File: src/rtl/mmb_pkg.sv
// ----------------------------------------------------------------------------
// mmb_pkg
// Shared types, request codes and MIDI constants for the message builder.
// ----------------------------------------------------------------------------
package mmb_pkg;

    localparam int unsigned QDEPTH = 2;
    localparam int unsigned QPTR_W = (QDEPTH > 1) ? $clog2(QDEPTH) : 1;
    localparam int unsigned QCNT_W = $clog2(QDEPTH + 1);
    localparam int unsigned STEP_W = 5;

    localparam logic [4:0] F_NOTEOFF   = 5'd0;
    localparam logic [4:0] F_NOTEON    = 5'd1;
    localparam logic [4:0] F_POLYPRESS = 5'd2;
    localparam logic [4:0] F_CC        = 5'd3;
    localparam logic [4:0] F_PROG      = 5'd4;
    localparam logic [4:0] F_CHANPRESS = 5'd5;
    localparam logic [4:0] F_BEND      = 5'd6;
    localparam logic [4:0] F_CC14      = 5'd7;
    localparam logic [4:0] F_RPN       = 5'd8;
    localparam logic [4:0] F_NRPN      = 5'd9;
    localparam logic [4:0] F_SONGPOS   = 5'd10;
    localparam logic [4:0] F_SONGSEL   = 5'd11;
    localparam logic [4:0] F_TUNE      = 5'd12;
    localparam logic [4:0] F_CLOCK     = 5'd13;
    localparam logic [4:0] F_START     = 5'd14;
    localparam logic [4:0] F_CONT      = 5'd15;
    localparam logic [4:0] F_STOP      = 5'd16;
    localparam logic [4:0] F_SENSING   = 5'd17;
    localparam logic [4:0] F_SYSRESET  = 5'd18;
    localparam logic [4:0] F_PANIC     = 5'd19;

    localparam logic [1:0] ERR_OK    = 2'd0;
    localparam logic [1:0] ERR_PARAM = 2'd1;
    localparam logic [1:0] ERR_MSG   = 2'd2;
    localparam logic [1:0] ERR_NODEV = 2'd3;

    localparam logic [1:0] OP_SINGLE = 2'd0;
    localparam logic [1:0] OP_CC14   = 2'd1;
    localparam logic [1:0] OP_RPN    = 2'd2;
    localparam logic [1:0] OP_PANIC  = 2'd3;

    localparam logic [3:0] ST_NOTEOFF   = 4'h8;
    localparam logic [3:0] ST_NOTEON    = 4'h9;
    localparam logic [3:0] ST_POLYPRESS = 4'hA;
    localparam logic [3:0] ST_CC        = 4'hB;
    localparam logic [3:0] ST_PROG      = 4'hC;
    localparam logic [3:0] ST_CHANPRESS = 4'hD;
    localparam logic [3:0] ST_BEND      = 4'hE;

    localparam logic [7:0] ST_SONGPOS  = 8'hF2;
    localparam logic [7:0] ST_SONGSEL  = 8'hF3;
    localparam logic [7:0] ST_TUNE     = 8'hF6;
    localparam logic [7:0] ST_CLOCK    = 8'hF8;
    localparam logic [7:0] ST_START    = 8'hFA;
    localparam logic [7:0] ST_CONT     = 8'hFB;
    localparam logic [7:0] ST_STOP     = 8'hFC;
    localparam logic [7:0] ST_SENSING  = 8'hFE;
    localparam logic [7:0] ST_SYSRESET = 8'hFF;

    localparam logic [6:0] CC_RPN_MSB    = 7'd101;
    localparam logic [6:0] CC_RPN_LSB    = 7'd100;
    localparam logic [6:0] CC_NRPN_MSB   = 7'd99;
    localparam logic [6:0] CC_NRPN_LSB   = 7'd98;
    localparam logic [6:0] CC_DATA_MSB   = 7'd6;
    localparam logic [6:0] CC_DATA_LSB   = 7'd38;
    localparam logic [6:0] CC_SUSTAIN    = 7'd64;
    localparam logic [6:0] CC_NOTES_OFF  = 7'd123;
    localparam logic [6:0] CC_LSB_OFFSET = 7'h20;
    localparam logic [6:0] DATA_NULL     = 7'h7F;

    localparam logic [STEP_W-1:0] CC14_LAST  = STEP_W'(1);
    localparam logic [STEP_W-1:0] RPN_LAST   = STEP_W'(5);
    localparam logic [STEP_W-1:0] PANIC_LAST = STEP_W'(31);

    typedef struct packed {
        logic [1:0]  op;
        logic [7:0]  status;
        logic [6:0]  d1;
        logic [6:0]  d2;
        logic [1:0]  cnt;
        logic [6:0]  ctl_lo;
        logic [13:0] num;
        logic [13:0] val;
        logic [1:0]  err;
        logic [63:0] ts;
    } mmb_desc_t;

endpackage

File: src/rtl/mmb_front.sv
// ----------------------------------------------------------------------------
// mmb_front
// Checks one request and reduces it to a descriptor for the back end.
// ----------------------------------------------------------------------------
module mmb_front (
    input  logic              clk,
    input  logic              rst_n,
    input  logic              cfg_valid,
    output logic              cfg_ready,
    input  logic              cfg_data,
    input  logic [4:0]        func,
    input  logic [4:0]        channel,
    input  logic [7:0]        key,
    input  logic [15:0]       amount,
    input  logic [15:0]       param_number,
    input  logic [63:0]       timestamp,
    output mmb_pkg::mmb_desc_t desc
);
    import mmb_pkg::*;

    logic       port_open_reg;
    logic       port_open_next;
    logic       ch_ok;
    logic [3:0] cn;
    logic       key7;
    logic       amt7;
    logic       amt14;
    logic       num14;
    logic [1:0] err_n;
    mmb_desc_t  d;

    assign cfg_ready      = 1'b1;
    assign port_open_next = (cfg_valid && cfg_ready) ? cfg_data : port_open_reg;

    always_ff @(posedge clk or negedge rst_n)
    begin
        if (!rst_n)
        begin
            port_open_reg <= 1'b0;
        end
        else
        begin
            port_open_reg <= port_open_next;
        end
    end

    assign ch_ok = (channel >= 5'd1) && (channel <= 5'd16);
    assign cn    = 4'(channel - 5'd1);
    assign key7  = ~key[7];
    assign amt7  = (amount[15:7] == 9'd0);
    assign amt14 = (amount[15:14] == 2'd0);
    assign num14 = (param_number[15:14] == 2'd0);

    always_comb
    begin
        d        = '0;
        d.op     = OP_SINGLE;
        d.ts     = timestamp;
        d.num    = param_number[13:0];
        d.val    = amount[13:0];
        err_n    = ERR_OK;
        unique case (func) inside
            F_NOTEOFF, F_NOTEON, F_POLYPRESS, F_CC:
            begin
                if (!ch_ok || !key7 || !amt7)
                begin
                    err_n = ERR_MSG;
                end
                unique case (func[1:0])
                    2'd0:    d.status = {ST_NOTEOFF, cn};
                    2'd1:    d.status = {ST_NOTEON, cn};
                    2'd2:    d.status = {ST_POLYPRESS, cn};
                    default: d.status = {ST_CC, cn};
                endcase
                d.d1  = key[6:0];
                d.d2  = amount[6:0];
                d.cnt = 2'd3;
            end
            F_PROG:
            begin
                if (!ch_ok || !key7)
                begin
                    err_n = ERR_MSG;
                end
                d.status = {ST_PROG, cn};
                d.d1     = key[6:0];
                d.cnt    = 2'd2;
            end
            F_CHANPRESS:
            begin
                if (!ch_ok || !amt7)
                begin
                    err_n = ERR_MSG;
                end
                d.status = {ST_CHANPRESS, cn};
                d.d1     = amount[6:0];
                d.cnt    = 2'd2;
            end
            F_BEND:
            begin
                if (!ch_ok || !amt14)
                begin
                    err_n = ERR_MSG;
                end
                d.status = {ST_BEND, cn};
                d.d1     = amount[6:0];
                d.d2     = amount[13:7];
                d.cnt    = 2'd3;
            end
            F_CC14:
            begin
                if (!ch_ok || (key[7:5] != 3'd0) || !amt14)
                begin
                    err_n = ERR_MSG;
                end
                d.op     = OP_CC14;
                d.status = {ST_CC, cn};
                d.d1     = key[6:0];
                d.cnt    = 2'd3;
            end
            F_RPN, F_NRPN:
            begin
                if (!ch_ok)
                begin
                    err_n = ERR_PARAM;
                end
                else if (!num14 || !amt14)
                begin
                    err_n = ERR_MSG;
                end
                d.op     = OP_RPN;
                d.status = {ST_CC, cn};
                d.d1     = (func == F_RPN) ? CC_RPN_MSB : CC_NRPN_MSB;
                d.ctl_lo = (func == F_RPN) ? CC_RPN_LSB : CC_NRPN_LSB;
                d.cnt    = 2'd3;
            end
            F_SONGPOS:
            begin
                if (!amt14)
                begin
                    err_n = ERR_MSG;
                end
                d.status = ST_SONGPOS;
                d.d1     = amount[6:0];
                d.d2     = amount[13:7];
                d.cnt    = 2'd3;
            end
            F_SONGSEL:
            begin
                if (!key7)
                begin
                    err_n = ERR_MSG;
                end
                d.status = ST_SONGSEL;
                d.d1     = key[6:0];
                d.cnt    = 2'd2;
            end
            F_TUNE, F_CLOCK, F_START, F_CONT, F_STOP, F_SENSING, F_SYSRESET:
            begin
                unique case (func)
                    F_TUNE:    d.status = ST_TUNE;
                    F_CLOCK:   d.status = ST_CLOCK;
                    F_START:   d.status = ST_START;
                    F_CONT:    d.status = ST_CONT;
                    F_STOP:    d.status = ST_STOP;
                    F_SENSING: d.status = ST_SENSING;
                    default:   d.status = ST_SYSRESET;
                endcase
                d.cnt = 2'd1;
            end
            F_PANIC:
            begin
                d.op  = OP_PANIC;
                d.cnt = 2'd3;
                d.ts  = '0;
            end
            default:
            begin
                err_n = ERR_MSG;
            end
        endcase

        if (err_n == ERR_OK && !port_open_reg)
        begin
            err_n = ERR_NODEV;
        end

        desc = d;
        if (err_n != ERR_OK)
        begin
            desc     = '0;
            desc.op  = OP_SINGLE;
            desc.err = err_n;
        end
    end

endmodule

File: src/rtl/mmb_queue.sv
// ----------------------------------------------------------------------------
// mmb_queue
// Short descriptor queue between the front and back ends.
// ----------------------------------------------------------------------------
module mmb_queue (
    input  logic               clk,
    input  logic               rst_n,
    input  logic               push,
    input  mmb_pkg::mmb_desc_t push_data,
    input  logic               pop,
    output mmb_pkg::mmb_desc_t head,
    output logic               not_empty,
    output logic               full
);
    import mmb_pkg::*;

    mmb_desc_t         entry_reg [QDEPTH];
    logic [QPTR_W-1:0] wr_ptr_reg;
    logic [QPTR_W-1:0] wr_ptr_next;
    logic [QPTR_W-1:0] rd_ptr_reg;
    logic [QPTR_W-1:0] rd_ptr_next;
    logic [QCNT_W-1:0] count_reg;
    logic [QCNT_W-1:0] count_next;
    logic              do_push;
    logic              do_pop;

    assign not_empty = (count_reg != '0);
    assign full      = (count_reg == QCNT_W'(QDEPTH));
    assign do_push   = push && !full;
    assign do_pop    = pop && not_empty;
    assign head      = entry_reg[rd_ptr_reg];

    always_comb
    begin
        wr_ptr_next = wr_ptr_reg;
        rd_ptr_next = rd_ptr_reg;
        count_next  = count_reg;
        if (do_push)
        begin
            wr_ptr_next = (wr_ptr_reg == QPTR_W'(QDEPTH - 1)) ? '0 : wr_ptr_reg + 1'b1;
        end
        if (do_pop)
        begin
            rd_ptr_next = (rd_ptr_reg == QPTR_W'(QDEPTH - 1)) ? '0 : rd_ptr_reg + 1'b1;
        end
        if (do_push && !do_pop)
        begin
            count_next = count_reg + 1'b1;
        end
        else if (do_pop && !do_push)
        begin
            count_next = count_reg - 1'b1;
        end
    end

    always_ff @(posedge clk or negedge rst_n)
    begin
        if (!rst_n)
        begin
            wr_ptr_reg <= '0;
            rd_ptr_reg <= '0;
            count_reg  <= '0;
        end
        else
        begin
            wr_ptr_reg <= wr_ptr_next;
            rd_ptr_reg <= rd_ptr_next;
            count_reg  <= count_next;
        end
    end

    always_ff @(posedge clk)
    begin
        if (do_push)
        begin
            entry_reg[wr_ptr_reg] <= push_data;
        end
    end

endmodule

File: src/rtl/mmb_back.sv
// ----------------------------------------------------------------------------
// mmb_back
// Expands the queue head into MIDI messages, one per cycle, registered out.
// ----------------------------------------------------------------------------
module mmb_back (
    input  logic               clk,
    input  logic               rst_n,
    input  mmb_pkg::mmb_desc_t head,
    input  logic               q_valid,
    output logic               pop,
    output logic               result_valid,
    output logic [7:0]         status_byte,
    output logic [6:0]         data_first,
    output logic [6:0]         data_second,
    output logic [1:0]         byte_count,
    output logic [63:0]        send_time,
    output logic [1:0]         error_code,
    output logic               last
);
    import mmb_pkg::*;

    logic [STEP_W-1:0] step_reg;
    logic [STEP_W-1:0] step_next;
    logic              valid_reg;
    logic [7:0]        st_reg;
    logic [6:0]        d1_reg;
    logic [6:0]        d2_reg;
    logic [1:0]        cnt_reg;
    logic [63:0]       ts_reg;
    logic [1:0]        err_reg;
    logic              last_reg;
    logic [7:0]        st_n;
    logic [6:0]        d1_n;
    logic [6:0]        d2_n;
    logic              last_n;

    always_comb
    begin
        st_n   = head.status;
        d1_n   = head.d1;
        d2_n   = head.d2;
        last_n = 1'b1;
        unique case (head.op)
            OP_CC14:
            begin
                d1_n   = step_reg[0] ? (head.d1 | CC_LSB_OFFSET) : head.d1;
                d2_n   = step_reg[0] ? head.val[6:0] : head.val[13:7];
                last_n = (step_reg == CC14_LAST);
            end
            OP_RPN:
            begin
                unique case (step_reg[2:0])
                    3'd0:
                    begin
                        d1_n = head.d1;
                        d2_n = head.num[13:7];
                    end
                    3'd1:
                    begin
                        d1_n = head.ctl_lo;
                        d2_n = head.num[6:0];
                    end
                    3'd2:
                    begin
                        d1_n = CC_DATA_MSB;
                        d2_n = head.val[13:7];
                    end
                    3'd3:
                    begin
                        d1_n = CC_DATA_LSB;
                        d2_n = head.val[6:0];
                    end
                    3'd4:
                    begin
                        d1_n = head.d1;
                        d2_n = DATA_NULL;
                    end
                    default:
                    begin
                        d1_n = head.ctl_lo;
                        d2_n = DATA_NULL;
                    end
                endcase
                last_n = (step_reg == RPN_LAST);
            end
            OP_PANIC:
            begin
                st_n   = {ST_CC, step_reg[4:1]};
                d1_n   = step_reg[0] ? CC_SUSTAIN : CC_NOTES_OFF;
                d2_n   = '0;
                last_n = (step_reg == PANIC_LAST);
            end
            default:
            begin
                last_n = 1'b1;
            end
        endcase
    end

    assign pop       = q_valid && last_n;
    assign step_next = !q_valid ? step_reg : (last_n ? '0 : step_reg + 1'b1);

    always_ff @(posedge clk or negedge rst_n)
    begin
        if (!rst_n)
        begin
            step_reg  <= '0;
            valid_reg <= 1'b0;
        end
        else
        begin
            step_reg  <= step_next;
            valid_reg <= q_valid;
        end
    end

    always_ff @(posedge clk)
    begin
        if (q_valid)
        begin
            st_reg   <= st_n;
            d1_reg   <= d1_n;
            d2_reg   <= d2_n;
            cnt_reg  <= head.cnt;
            ts_reg   <= head.ts;
            err_reg  <= head.err;
            last_reg <= last_n;
        end
    end

    assign result_valid = valid_reg;
    assign status_byte  = st_reg;
    assign data_first   = d1_reg;
    assign data_second  = d2_reg;
    assign byte_count   = cnt_reg;
    assign send_time    = ts_reg;
    assign error_code   = err_reg;
    assign last         = last_reg;

`ifndef SYNTHESIS
    a_step_idle: assert property (@(posedge clk) disable iff (!rst_n)
        !q_valid |-> step_reg == '0)
        else $error("step counter moved with empty queue");

    a_cc14_range: assert property (@(posedge clk) disable iff (!rst_n)
        q_valid && head.op == OP_CC14 |-> step_reg <= CC14_LAST)
        else $error("cc14 sequence overran");

    a_rpn_range: assert property (@(posedge clk) disable iff (!rst_n)
        q_valid && head.op == OP_RPN |-> step_reg <= RPN_LAST)
        else $error("rpn sequence overran");

    a_err_shape: assert property (@(posedge clk) disable iff (!rst_n)
        valid_reg && err_reg != ERR_OK |-> cnt_reg == 2'd0 && last_reg)
        else $error("error result not a single empty message");

    a_strobe: assert property (@(posedge clk) disable iff (!rst_n)
        q_valid |=> valid_reg)
        else $error("message lost between queue and output");
`endif

endmodule

File: src/rtl/midi_message_builder.sv
// ----------------------------------------------------------------------------
// midi_message_builder
// MIDI 1.0 channel and system message encoder with a decoupled back end.
// ----------------------------------------------------------------------------
//  channel   handshake                   transfer at clock edge
//  request   start / busy                start && !busy
//  config    cfg_valid / cfg_ready       cfg_valid && cfg_ready (ready tied high)
//  result    result_valid strobe         every cycle result_valid is high
//
//  A request enters the queue at its transfer; the back end registers its
//  messages out once it reaches the queue head, one message per cycle:
//  1 for plain kinds and errors, 2 for cc14, 6 for rpn/nrpn, 32 for panic,
//  so requests sustain one per cycle when each yields one message. busy
//  rises only when the 2-entry queue is full behind a multi-message request.
//  Reset clears the queue, the sequence counter and port_open.
// ----------------------------------------------------------------------------
module midi_message_builder (
    input  logic        clk,
    input  logic        rst_n,
    input  logic        start,
    output logic        busy,
    input  logic [4:0]  func,
    input  logic [4:0]  channel,
    input  logic [7:0]  key,
    input  logic [15:0] amount,
    input  logic [15:0] param_number,
    input  logic [63:0] timestamp,
    input  logic        cfg_valid,
    output logic        cfg_ready,
    input  logic        cfg_data,
    output logic        result_valid,
    output logic [7:0]  status_byte,
    output logic [6:0]  data_first,
    output logic [6:0]  data_second,
    output logic [1:0]  byte_count,
    output logic [63:0] send_time,
    output logic [1:0]  error_code,
    output logic        last
);
    import mmb_pkg::*;

    mmb_desc_t desc;
    mmb_desc_t head;
    logic      q_valid;
    logic      q_full;
    logic      pop;

    assign busy = q_full;

    mmb_front u_front (
        .clk          (clk),
        .rst_n        (rst_n),
        .cfg_valid    (cfg_valid),
        .cfg_ready    (cfg_ready),
        .cfg_data     (cfg_data),
        .func         (func),
        .channel      (channel),
        .key          (key),
        .amount       (amount),
        .param_number (param_number),
        .timestamp    (timestamp),
        .desc         (desc)
    );

    mmb_queue u_queue (
        .clk       (clk),
        .rst_n     (rst_n),
        .push      (start && !q_full),
        .push_data (desc),
        .pop       (pop),
        .head      (head),
        .not_empty (q_valid),
        .full      (q_full)
    );

    mmb_back u_back (
        .clk          (clk),
        .rst_n        (rst_n),
        .head         (head),
        .q_valid      (q_valid),
        .pop          (pop),
        .result_valid (result_valid),
        .status_byte  (status_byte),
        .data_first   (data_first),
        .data_second  (data_second),
        .byte_count   (byte_count),
        .send_time    (send_time),
        .error_code   (error_code),
        .last         (last)
    );

endmodule

File: config.mk
export PLATFORM = sky130hd
export DESIGN_NAME = midi_message_builder
export DESIGN_NICKNAME = d
export VERILOG_FILES = /design/src/rtl/mmb_pkg.sv /design/src/rtl/mmb_front.sv /design/src/rtl/mmb_queue.sv /design/src/rtl/mmb_back.sv /design/src/rtl/midi_message_builder.sv
export SDC_FILE = /design/constraint.sdc
export NUM_CORES = 1
export LEC_CHECK = 0
export BUFFER_PORTS_ARGS = -buffer_cell sky130_fd_sc_hd__buf_2
export CAP_MARGIN = 20
export CORE_ASPECT_RATIO = 1.2
export CORE_MARGIN = 4
export CORE_UTILIZATION = 40
export CTS_BUF_LIST = sky130_fd_sc_hd__clkbuf_16
export DETAILED_ROUTE_END_ITERATION = 10
export HOLD_SLACK_MARGIN = 0.15
export PLACE_DENSITY = 0.6
export SETUP_SLACK_MARGIN = 0.3
export SLEW_MARGIN = 20
export SYNTH_ARGS = -nofsm -noshare
export SYNTH_HDL_FRONTEND = slang
export SYNTH_SLANG_ARGS = --single-unit
File: constraint.sdc
create_clock -name clk -period 7.7 [get_ports clk]
set_input_delay 0.77 -clock clk [delete_from_list [all_inputs] [get_ports clk]]
set_output_delay 0.77 -clock clk [all_outputs]
set_load 0.05 [all_outputs]
## Word-level counts from Yosys, hierarchy flattened

Memories as Yosys holds them, arrays and structs flattened.
Index checks and enable logic that the tools add are counted.

| storage, ports and cells | value |
|---|---|
| flip-flop bits (word level) | 102 |
| bits in writable memories | 254 |
| bits of input ports | 119 |
| output and inout port bits | 94 |
| logic and storage cells | 139 |
| memories kept | 1 |

| operators by class | value |
|---|---|
| $add $sub $neg | 6 |
| $lt $le $gt $ge | 2 |
| equal/unequal tests | 32 |
| muxes and demuxes | 39 |
| reduce and logical (&&, ||, !) cells | 45 |

Memories:

| memory | depth | width | read ports | clocked after Yosys merged registers in | write ports | line | text |
|---|---|---|---|---|---|---|---|
| u_queue.entry_reg | 2 | 127 | 1 | 0 | 1 | mmb_queue.sv:17 | `mmb_desc_t entry_reg [QDEPTH];` |

Operators by type and width:

| operator | count |
|---|---|
| 2-to-1 mux 127 bit | 1 |
| case mux 7 bit (3 select lines) | 4 |
| 2-to-1 mux 64 bit | 1 |
| case mux 8 bit (8 select lines) | 1 |
| == test 5 x 4 -> 1 bit, second input constant | 8 |
| case mux 7 bit (4 select lines) | 1 |
| == test 5 x 3 -> 1 bit, second input constant | 5 |
| == test 5 bit, second input constant | 5 |
| 2-to-1 mux 2 bit | 12 |
| case mux 4 bit (6 select lines) | 1 |
| case mux 2 bit (9 select lines) | 1 |
| case mux 6 bit (3 select lines) | 1 |
| 2-to-1 mux 7 bit | 2 |
| case mux 7 bit (2 select lines) | 1 |
| OR reduction 7 bit | 2 |
| 2-to-1 mux 6 bit | 2 |
| case mux 2 bit (3 select lines) | 2 |
| == test 5 x 1 -> 1 bit, second input constant | 2 |
| == test 5 x 2 -> 1 bit, second input constant | 2 |
| OR reduction 10 bit | 1 |
| logical NOT 9 bit | 1 |
| OR reduction 3 bit | 3 |
| == test 2 bit, second input constant | 4 |
| logical AND 1 bit | 8 |
| other kinds (26) | 53 |

## Logic depth before layout (Yosys ltp)

Gate-level depths: netlist of the first run.

| logic depth | value |
|---|---|
| word-level depth | 12 |
| mapped depth | 10 |

## Modules after synthesis

Synthesis of the first run repeated with hierarchy kept, for this count alone.

| unflattened totals | value |
|---|---|
| cells, all modules | 927 |
| area total of the unflattened synthesis | 15019.4 sq um |

Modules (own cells, without submodules):

| module | instances | cells each | area each (sq um) | sequential area each (sq um) |
|---|---|---|---|---|
| mmb_queue | 1 | 414 | 9437.8 | 7727.4 |
| mmb_back | 1 | 243 | 3868.7 | 2882.8 |
| mmb_front | 1 | 269 | 1699.1 | 25.0 |
| midi_message_builder | 1 | 1 | 13.8 | 0.0 |

## Least setup slack after synthesis of the first run

OpenSTA, ideal clock, no wires.

| path | value |
|---|---|
| kind | input port to flip-flop |
| start | input start |
| end | memory u_queue.entry_reg[0][0] (netlist bit), enable pin |
| setup time | 0.606 ns |
| arrival time | 5.971 ns |
| slack | 1.123 ns |
| stages on the path | 2 |
| path buffers | 0 |
| cells stage by stage | nand2_1 nor2_1 |

| between the ends | value |
|---|---|
| cells in the longest elaborated chain, start to end | 4 |

Ends and longest elaborated chain:

| element | line | text |
|---|---|---|
| start, declared | midi_message_builder.sv:20 | `input logic start,` |
| logical AND 1 bit | midi_message_builder.sv:68 | `.push (start && !q_full),` |
| logical AND 1 bit | mmb_queue.sv:29 | `assign do_push = push && !full;` |
| 2-to-1 mux 1 bit | mmb_queue.sv:74 | `if (do_push)` |
| 2-to-1 mux 1 bit (not written as such) | mmb_queue.sv:76 | `entry_reg[wr_ptr_reg] <= push_data;` |
| end, declared | mmb_queue.sv:17 |  |

No other way between the ends.

## Final worst setup path of the first run

| path | value |
|---|---|
| start | register u_queue.rd_ptr_reg |
| end | register u_queue.count_reg[1] |

| between the ends | value |
|---|---|
| cells in the longest elaborated chain, start to end | 8 |
| elaborated cells between the ends (all ways) | 12 |
| classes of those cells | eq/ne (3); mux (2); reduce/logical (6); memory (1) |

Ends and longest elaborated chain:

| element | line | text |
|---|---|---|
| start, declared | mmb_queue.sv:20 | `logic [QPTR_W-1:0] rd_ptr_reg;` |
| start signal, assigned | mmb_queue.sv:67 | `rd_ptr_reg <= rd_ptr_next;` |
| memory (2 x 127 bit) (*) | n/a |  |
| == test 2 bit / == test 2 x 1 -> 1 bit (equally long branches) | mmb_back.sv:43 | `unique case (head.op)` |
| case mux 1 bit (3 select lines) (*) | mmb_back.sv:43 |  |
| logical AND 1 bit (*) | mmb_back.sv:100 | `assign pop = q_valid && last_n;` |
| logical AND 1 bit (*) | mmb_queue.sv:30 | `assign do_pop = pop && not_empty;` |
| logical NOT 1 bit | mmb_queue.sv:46 | `if (do_push && !do_pop)` |
| logical AND 1 bit | mmb_queue.sv:46 |  |
| 2-to-1 mux 2 bit / nonzero test 2 bit (equally long branches) | n/a |  |
| end signal, assigned | mmb_queue.sv:68 | `count_reg <= count_next;` |
| end, declared | mmb_queue.sv:22 | `logic [QCNT_W-1:0] count_reg;` |

Mark *: on every way between the ends. The rest lies on a longest branch, timed or not.
A chain may end at the register's enable or synchronous reset.

==> metrics, run 1 <==
outcome=complete, no violations; count of cell types in the netlist=58; initial core utilization=between 40% and 50%; 1st-iter DRT viols=around 540; port bufs=211; H-tree levels=2; WS Path Type=reg -> reg; Post-Syn Area=between 0.01 and 0.015 mm2; slew margin rel.=between 20% and 30%; HP Class=in -> reg; flops & latches, synth=348; Max Root-Sink Buffers=3; Mean Syn Cell Area=between 15 and 20 um2; count leader, synth=edfxtp_1; # nets final=1247; I/O Pins=approximately 210; max reg flops=about 250; crit path to=u_queue.count_reg[1]; Root Driver=clkbuf_16; final number of hold-violating endpoints=0; asr flop ratio synth=approximately 3.2%; total wire length=between 30000 and 40000 um; largest net degree at the start of global routing=98; Reg clk slew, reported paths=approximately 0.060 ns; final setup skew=0.0196 ns; HPWL after DPL=about 19000 um; CP Max Fanout=42; Critical Path AT=just over 4 ns; vias=about 8500; min cycle time layout=3.62 ns; Pre-Repair DR Iteration Count=5; HP Start=cfg_valid; routability cong.=between 0.7 and 0.8; critical path's most frequent cell=xor2_1; Non-Filler Instances=approximately 1600; Seq/Total Area, Yosys=72.9%; crit path cell chain=buf_4 -> mux2i_1 -> a22oi_1 -> a211oi_1 -> o21ai_0 -> ha_1 -> xor2_1 -> nor2_1 -> xor2_1; # DRC=0; Setup Total Neg Slack=0 ns; initial antenna violation count=0; pre-CTS setup slack=between 4 and 5 ns; Power, Total=between 7 and 8 mW; Worst R2R Start=u_queue.rd_ptr_reg; area added between synthesis and finish=17.7%; Synth area leader=edfxtp_1; # resized after CTS=0; total grt overflow=0; setup slack, reg-to-reg=roughly 4 ns; Worst path slowest cell=dfrtp_4; period utilization=a little under half; Worst setup EP type=register; max-cap viol count=0; LEAKAGE=6.45 nW; WHS=approximately 0.46 ns; maximum vdd ir drop=between 0.2 and 0.3 mV; Max Freq=roughly 0.28 GHz; worst reg2reg endpoint=u_queue.count_reg[1]; Syn Nets=roughly 1000; Skew-Pair Late Insertion Delay=roughly 0.51 ns; synth cell count leaders=edfxtp_1 (337), and3_1 (94), mux2_2 (73); Required @ worst endpoint=8.12 ns; TritonCTS Buffers=36; antenna-violating nets left=0; share of the synthesized area in the top cell type=71.0%; utilization after layout=a little under half; vias per cell=~5.3; Area after DPL=0.0157 mm2; first-pass GRT wire length=between 40000 and 50000 um; vias in the first global route=8575; Slowest Stage Delay on Critical Path=between 0.7 and 0.8 ns; Sink Count=about 350; Slew @ Worst Pin=between 1 and 1.5 ns; element type at the critical path start=register; GRT Overall Usage=around 16%; CTS tree=yes; post-CTS setup buffers=0; Synth Flop Type=edfxtp_1; FF-to-FF path depth=9; unrepaired setup endpoints after global routing=false; synth warn=0; Pwr Density=435 mW/mm2; Crit. Startpoint=u_queue.rd_ptr_reg; EDFF count, synth=roughly 340; synth top area cells=edfxtp_1 (71%), mux2_2 (5.8%), and3_1 (4.1%); Gate Count Post-Synth=between 900 and 1000; final setup vio count=0; share of cells above drive strength 1=a little under a third; die width=180 um; final slew viol count=0; post-route setup slack=between 4 and 5 ns; DP Cell Count=~1500; Antenna Cells=0; Die H=around 210 um; cell area after layout=0.0168 mm2; DR WL/cell=19.4 um; core area=roughly 0.035 mm2; Die ar.=slightly below 0.04 mm2; FP Rows=75
-- layout make-up --
cell class | count | area (um2)
Clock inverter | 23 | 98.8
Tap cell | 462 | 578
Fill cell | 3071 | 18300
Clock buffer | 37 | 926
Timing Repair Buffer | 224 | 1160
Inverter | 17 | 66.3
Sequential cell | 348 | 10400
Multi-Input combinational cell | 493 | 3550
-- per-layer routing --
layer | up-vias | global-route usage [%] | share of wire (%)
met3 | 54 | 3.08 | 5.4
met1 | 4169 | 20.4 | 42
li1 | 3972 | - | -
met2 | 258 | 26.4 | 50
met5 | - | 0 | 0
met4 | 0 | 4.59 | 2.3
-- worst min-delay path by stage --
stage	to	slack (ns)	cells past startpoint
after floorplan	u_queue.wr_ptr_reg	0.46	1
after global placement	u_queue.count_reg[1]	0.49	1
after global routing	u_front.port_open_reg	0.45	2
after detailed placement	u_queue.count_reg[1]	0.49	1
final	u_front.port_open_reg	0.46	2
after CTS	u_front.port_open_reg	0.43	2
-- placed cells by master (no fill, tap or decap), drive strengths merged, types with 17 or more instances in the layout --
master / Yosys / layout
inv: 15 / 24
a21oi: 26 / 26
o21ai: 21 / 21
mux2i: 39 / 39
edfxtp: 337 / 337
mux2: 73 / 73
nand2: 35 / 35
clkbuf: 34 / 37
o22ai: 19 / 19
buf: 24 / 223
and3: 94 / 94
nor2: 49 / 49
a22oi: 17 / 17
-- power breakdown --
part	total [mW]	internal, mW	switching [mW]	leakage (nW)
Clock	1.53	0.863	0.663	0.534
Sequential	3.14	2.91	0.230	3.33
Combinational	2.64	0.707	1.93	2.59
Total	7.31	4.48	2.82	6.45
-- kinds of logic after synthesis --
| group | after synthesis | synth area share [%] |
|---|---|---|
| XOR/XNOR | 9 | 0.553 |
| multiplexers | 112 | 8.50 |
| AND/OR/NAND/NOR | 225 | 8.41 |
| buffers and inverters | 75 | 2.37 |
| other | 1 | 0.0263 |
| adder cells (fa/ha/maj) | 8 | 0.702 |
| flip-flops | 348 | 72.9 |
| AO/OA/AOI/OAI | 138 | 6.54 |
-- repair_timing --
item                       4_1_cts  5_1_grt
hold endpoints to repair        11        0
hold buffers                     1        0
setup endpoints to repair        0        0
-- worst max-delay path, delay by kind of cell (launching register included) --
kind	cells	cell delay (ns)
compound gates	3	0.77
xor+xnor	2	0.29
fa+ha+maj	1	0.30
buf+inv	1	0.64
flops	1	0.76
mux	1	0.63
simple gates	1	0.11
Note: power is estimated with default switching activity, not from simulation.
==> inputs of run 2 (changes only) <==
==> constraint.sdc (replaced) <==
create_clock -name clk -period 3.4 [get_ports clk]
set_input_delay 0.34 -clock clk [delete_from_list [all_inputs] [get_ports clk]]
set_output_delay 0.34 -clock clk [all_outputs]
set_load 0.05 [all_outputs]
==> metrics, run 2 (same netlist as run 1, synthesis figures left out) <==
Die ar.=0.0387 mm2 (unchanged); initial antenna violation count=0 (unchanged); Skew-Pair Late Insertion Delay=0.52 ns (about the same); largest net degree at the start of global routing=98 (unchanged); WHS=0.172 ns (-0.284 ns); slew margin rel.=30.8% (+3.4 points); CTS tree=yes; outcome=complete, no violations; H-tree levels=2 (unchanged); final slew viol count=0 (unchanged); Pre-Repair DR Iteration Count=6 (+1); final number of hold-violating endpoints=0 (unchanged); antenna-violating nets left=0 (unchanged); share of cells above drive strength 1=30.2% (-0.40 points); final setup vio count=0 (unchanged); Die H=215 um (unchanged); core area=0.0351 mm2 (unchanged); total grt overflow=0 (unchanged); DR WL/cell=19.1 um (-1.2%); HP Start=timestamp[50]; vias per cell=5.21 (-1.2%); maximum vdd ir drop=0.357 mV (+31%); Max Root-Sink Buffers=3 (unchanged); total wire length=32000 um (+3.0%); Worst R2R Start=u_queue.rd_ptr_reg; port bufs=211 (unchanged); CP Max Fanout=34 (-19%); unrepaired setup endpoints after global routing=false; commonest non-fill, non-tap cell in the layout=edfxtp_1; 1st-iter DRT viols=543 (+1.1%); filler cell count=3059 (-0.39%); min cycle time layout=2.73 ns (-0.884 ns); # nets final=1309 (+5.0%); max-cap viol count=0 (unchanged); Setup Total Neg Slack=0 ns (unchanged); Power, Total=17.0 mW (+130%); HPWL after DPL=20000 um (+2.6%); HP Class=in -> reg; area added between synthesis and finish=23.3%; Critical Path AT=3.17 ns (-0.87 ns); Crit. Startpoint=u_queue.rd_ptr_reg; die width=180 um (unchanged); max reg flops=246 (unchanged); FP Rows=75 (unchanged); Max Freq=0.366 GHz (+32%); I/O Pins=213 (unchanged); most frequent cells in the layout=edfxtp_1 (337), buf_2 (211), and3_1 (92); Reg clk slew, reported paths=0.06 ns (about the same); routability cong.=0.815 (+3.2%); element type at the critical path start=register; WS Path Type=reg -> reg; Pwr Density=968 mW/mm2 (+120%); GRT Overall Usage=16.1% (+0.54 points); TritonCTS Buffers=36 (unchanged); Slew @ Worst Pin=1.04 ns (-0.0503 ns); first-pass GRT wire length=50200 um (+3.8%); LEAKAGE=6.79 nW (+5.1%); Root Driver=clkbuf_16; Sink Count=348 (unchanged); Antenna Cells=0 (unchanged); vias in the first global route=9092 (+6.0%); final setup skew=0.0118 ns (-0.00786 ns); Required @ worst endpoint=3.84 ns (-4.28 ns); post-CTS setup buffers=0 (unchanged); Worst setup EP type=register; # DRC=0 (unchanged); initial core utilization=40.6% (unchanged); period utilization=80.4% (+33 points); vias=8705 (+3.0%)
-- run 2: timing repair --
action                                  in CTS  in global routing
hold buffers                                56                  0
hold endpoints to repair                   115                  0
gates resized for setup                      0                  0
endpoints found under the setup margin       0                  0
-- run 2: worst max-delay path: stages, from the launching register on --
cell and delay (ns):
dfrtp_4 0.74, mux2_2 0.46, nand4_1 0.13, a211oi_1 0.43, o21ai_0 0.22, ha_1 0.26
xor2_1 0.14, nor2_1 0.11, xor2_1 0.15
-- run 2: power by group --
part / switching (mW) / internal [mW]
registers: 0.496 / 6.58
clock network: 1.58 / 2.21
logic: 4.41 / 1.74
-- run 2: metrics by stage --
step	std cells	area (um2)	setup slack (ns)	utilization, %
after global routing	1672	17600	0.447	50.1
after detailed placement	1550	15900	0.514	45.2
final	1672	17600	0.668	50.1
after global placement	1550	15900	0.643	45.2
after floorplan	916	14300	0.402	-
after CTS	1672	17600	0.650	50.1
-- run 2: final timing paths --
kind | endpoint | slack (ns) | cells after the start
setup / recovery | u_queue.count_reg[1] | 0.67 | 8
hold / removal | u_queue.entry_reg[0][50] | 0.17 | 2
setup reg to reg | u_queue.count_reg[1] | 0.67 | 8
hold reg to reg | u_queue.count_reg[1] | 0.52 | 1
max in group asynchronous | u_queue.rd_ptr_reg | 2.87 | 2
min in group asynchronous | u_front.port_open_reg | 0.25 | 2
-- run 2: layout make-up --
cell class | count | area, um2 | share of cell area (%)
clock buffer | 37 | 926 | 5.27
timing repair buffer | 286 | 1830 | 10.4
tap | 462 | 578 | 3.29
clock inverter | 29 | 213 | 1.21
sequential | 348 | 10400 | 59.2
inverter | 17 | 67.6 | 0.384
multi-input combinational | 493 | 3560 | 20.3
-- run 2: layer usage --
| layer | vias up | part of all wire, % | GRT usage [%] |
|---|---|---|---|
| li1 | 4098 | - | - |
| met1 | 4289 | 42 | 20.4 |
| met2 | 266 | 51 | 28.3 |
| met3 | 52 | 4.9 | 2.81 |
| met4 | 0 | 2.5 | 5.04 |
| met5 | - | 0 | 0 |
==> inputs of run 3 (changes only) <==
--- a/config.mk
+++ b/config.mk
@@ -5,6 +5,7 @@
 export SDC_FILE = /design/constraint.sdc
 export NUM_CORES = 1
 export LEC_CHECK = 0
+export ABC_AREA = 1
 export BUFFER_PORTS_ARGS = -buffer_cell sky130_fd_sc_hd__buf_2
 export CAP_MARGIN = 20
 export CORE_ASPECT_RATIO = 1.2
@@ -13,7 +14,7 @@
 export CTS_BUF_LIST = sky130_fd_sc_hd__clkbuf_16
 export DETAILED_ROUTE_END_ITERATION = 10
 export HOLD_SLACK_MARGIN = 0.15
-export PLACE_DENSITY = 0.6
+export PLACE_DENSITY = 0.63
 export SETUP_SLACK_MARGIN = 0.3
 export SLEW_MARGIN = 20
 export SYNTH_ARGS = -nofsm -noshare
==> constraint.sdc (replaced) <==
create_clock -name clk -period 2.4 [get_ports clk]
set_input_delay 0.24 -clock clk [delete_from_list [all_inputs] [get_ports clk]]
set_output_delay 0.24 -clock clk [all_outputs]
set_load 0.05 [all_outputs]
==> metrics, run 3 <==
# DRC=0 (unchanged); Pint=14.5 mW (+38%); WS Path Type=reg -> reg; count leader, synth=nand2_1; Reg clk slew, reported paths=0.06 ns (about the same); power share of the combinational group=38.5% (+2.4 points); I/O Pins=213 (unchanged); unrepaired setup endpoints after global routing=true; Worst R2R Start=u_queue.rd_ptr_reg; CP Max Fanout=21 (-38%); Critical Path AT=2.27 ns (-0.90 ns); DR WL/cell=16.8 um (-13%); Max Root-Sink Buffers=3 (unchanged); fraction of power spent switching nets=39.7% (+1.6 points); share of the synthesized area in the top cell type=70.2% (-0.73 points); maximum vdd ir drop=0.592 mV (+66%); Setup Total Neg Slack=0 ns (unchanged); Pre-Repair DR Iteration Count=5 (-1); Net Sw Power=9.55 mW (+47%); Die ar.=0.0391 mm2 (+0.99%); count of cell types in the netlist=41 (-29%); HP Start=amount[7]; clock group share of total power=21.5% (-0.8 points); worst reg2reg endpoint=u_back.data_second[6]; met2 Use GR=29.7% (+1.4 points); port bufs=211 (unchanged); asr flop ratio synth=3.16% (unchanged); HP Class=in -> reg; Gate Count Post-Synth=1247 (+36%); WHS Path Cells=3 (+1); largest net degree at the start of global routing=97 (-1.0%); die width=181 um (+0.49%); H-tree levels=2 (unchanged); 1st-iter DRT viols=791 (+46%); min cycle time layout=2.03 ns (-0.698 ns); met1 GRT Util=21.4% (+1.0 points); Mean Syn Cell Area=11.6 um2 (-26%); HPWL after DPL=21400 um (+7.4%); Skew-Pair Late Insertion Delay=0.51 ns (about the same); post-route setup slack=0.366 ns (-0.302 ns); initial antenna violation count=1 (+1); final setup vio count=0 (unchanged); Required @ worst endpoint=2.63 ns (-1.21 ns); flops & latches, synth=348 (unchanged); GRT Overall Usage=16.9% (+0.83 points); Sink Count=348 (unchanged); share of cells above drive strength 1=25.0% (-5.2 points); total grt overflow=0 (unchanged); EDFF count, synth=337 (unchanged); max-cap viol count=0 (unchanged); cell area after layout=0.0187 mm2 (+6.5%); commonest non-fill, non-tap cell in the layout=nand2_1; CTS tree=yes; Pwr Density=1280 mW/mm2 (+33%); area added between synthesis and finish=29.9%; final number of hold-violating endpoints=0 (unchanged); final setup skew=0.0196 ns (+0.00782 ns); synth warn=0 (unchanged); LEAKAGE=7.93 nW (+17%); outcome=complete, no violations; final slew viol count=0 (unchanged); Root Driver=clkbuf_16; total wire length=34900 um (+8.9%); initial core utilization=40.8% (+0.20 points); TritonCTS Buffers=36 (unchanged); Syn Nets=1374 (+32%); synth cell count leaders=nand2_1 (376), edfxtp_1 (337), nor2_1 (178); Area after DPL=0.0162 mm2 (+1.9%); # nets final=1720 (+31%); filler cell count=3025 (-1.1%); Worst setup EP type=register; period utilization=84.8% (+4.4 points); most frequent cells in the layout=nand2_1 (368), edfxtp_1 (337), buf_2 (211); FF-to-FF path depth=8 (unchanged); max reg flops=246 (unchanged); vias=10047 (+15%); antenna-violating nets left=0 (unchanged); Max Freq=0.492 GHz (+34%); synth top area cells=edfxtp_1 (70%), nand2_1 (9.8%), nor2_1 (4.6%); Post-Syn Area=0.0144 mm2 (+1.0%); GRT met3 Usage=2.66% (-0.15 points); busiest grt layer=met2; slew margin rel.=46.5% (+16 points); Die H=216 um (+0.50%); element type at the critical path start=register; routability cong.=0.944 (+16%); first-pass GRT wire length=53200 um (+6.1%); FP Rows=75 (unchanged); hold path endpoint=u_queue.entry_reg[1][103]; vias in the first global route=9917 (+9.1%); Slew @ Worst Pin=0.803 ns (-0.235 ns); setup slack, reg-to-reg=0.37 ns (-0.30 ns); core area=0.0353 mm2 (+0.53%); Synth area leader=edfxtp_1; vias per cell=4.83 (-7.3%); pre-CTS setup slack=0.00150 ns (-0.512 ns); Reg power frac=40.0% (-1.6 points); Seq/Total Area, Yosys=72.1% (-0.75 points); Synth Flop Type=edfxtp_1
## run 3: cells by family (layout without fill, tap and decap cells)
logic type	Yosys count	count (layout)	share of synthesized area [%]
fa+ha+maj	8	8	0.695
xor+xnor	6	6	0.365
other cells	1	2	0.0260
buf+inv	135	506	3.91
compound gates	109	109	4.66
simple gates	629	629	17.4
mux	11	11	0.764
flops	348	348	72.1
## run 3: layer usage
layer  wire length [um]  part of all wire [%]  vias to the layer above
li1                   -                     -                     4933
met1              14300                    41                     4725
met2              17700                    51                      317
met3               1820                   5.2                       72
met4                986                   2.8                        0
met5                  0                     0                        -
## run 3: worst max path at each step
stage / from / end / slack, ns / cells past startpoint
after floorplan: u_queue.count_reg[0] / u_queue.count_reg[1] / -0.48 / 7
after global placement: func[4] / u_queue.entry_reg[0][81] / 0.18 / 11
after detailed placement: u_queue.rd_ptr_reg / u_back.data_second[0] / 0.001 / 7
after CTS: u_back.step_reg[2] / u_back.data_second[0] / 0.28 / 9
after global routing: u_queue.rd_ptr_reg / u_queue.count_reg[1] / 0.24 / 13
final: u_queue.rd_ptr_reg / u_back.data_second[6] / 0.37 / 8
## run 3: power groups by stage
stage | Clock [mW] | Sequential [mW] | Combinational, mW
final | 5.17 | 9.61 | 9.24
after global routing | 5.58 | 9.75 | 9.92
after CTS | 5.31 | 9.60 | 9.05
after detailed placement | 0 | 9.71 | 8.67
after global placement | 0 | 9.68 | 8.58
after floorplan | 0 | 12.5 | 3.25
## run 3: cell type report
cell class / instances / area (um2) / area share (%)
multi-input combinational: 764 / 3660 / 19.6
inverter: 85 / 330 / 1.77
clock inverter: 26 / 175 / 0.936
sequential: 348 / 10400 / 55.6
clock buffer: 37 / 926 / 4.95
tap: 462 / 578 / 3.09
antenna: 1 / 2.50 / 0.0134
timing repair buffer: 358 / 2640 / 14.1
## run 3: stage by stage
step	instances	hold WS [ns]	util [%]	power [mW]
floorplan	1247	-0.0556	-	15.8
global placement	1898	0.157	45.8	18.3
detailed placement	1898	0.154	45.8	18.4
CTS	2067	0.155	52.1	24.0
global route	2081	0.201	53.0	25.3
finish	2081	0.174	53.0	24.0
## run 3: repair_timing
item,CTS,global route
setup endpoints to repair,10,207
setup buffers,2,11
endpoints found under the hold margin,210,0
gates resized for setup,10,62
hold buffers,102,0
cloned,2,2
pin swaps,1,9
## run 3: worst max-delay path, stage by stage, from the launching register on
cell	delay, ns
dfrtp_4	0.55
buf_4	0.19
bufbuf_16	0.30
nand2_1	0.08
nand2_1	0.08
nand3_1	0.09
o211ai_1	0.11
o21ai_0	0.19
o311ai_0	0.15
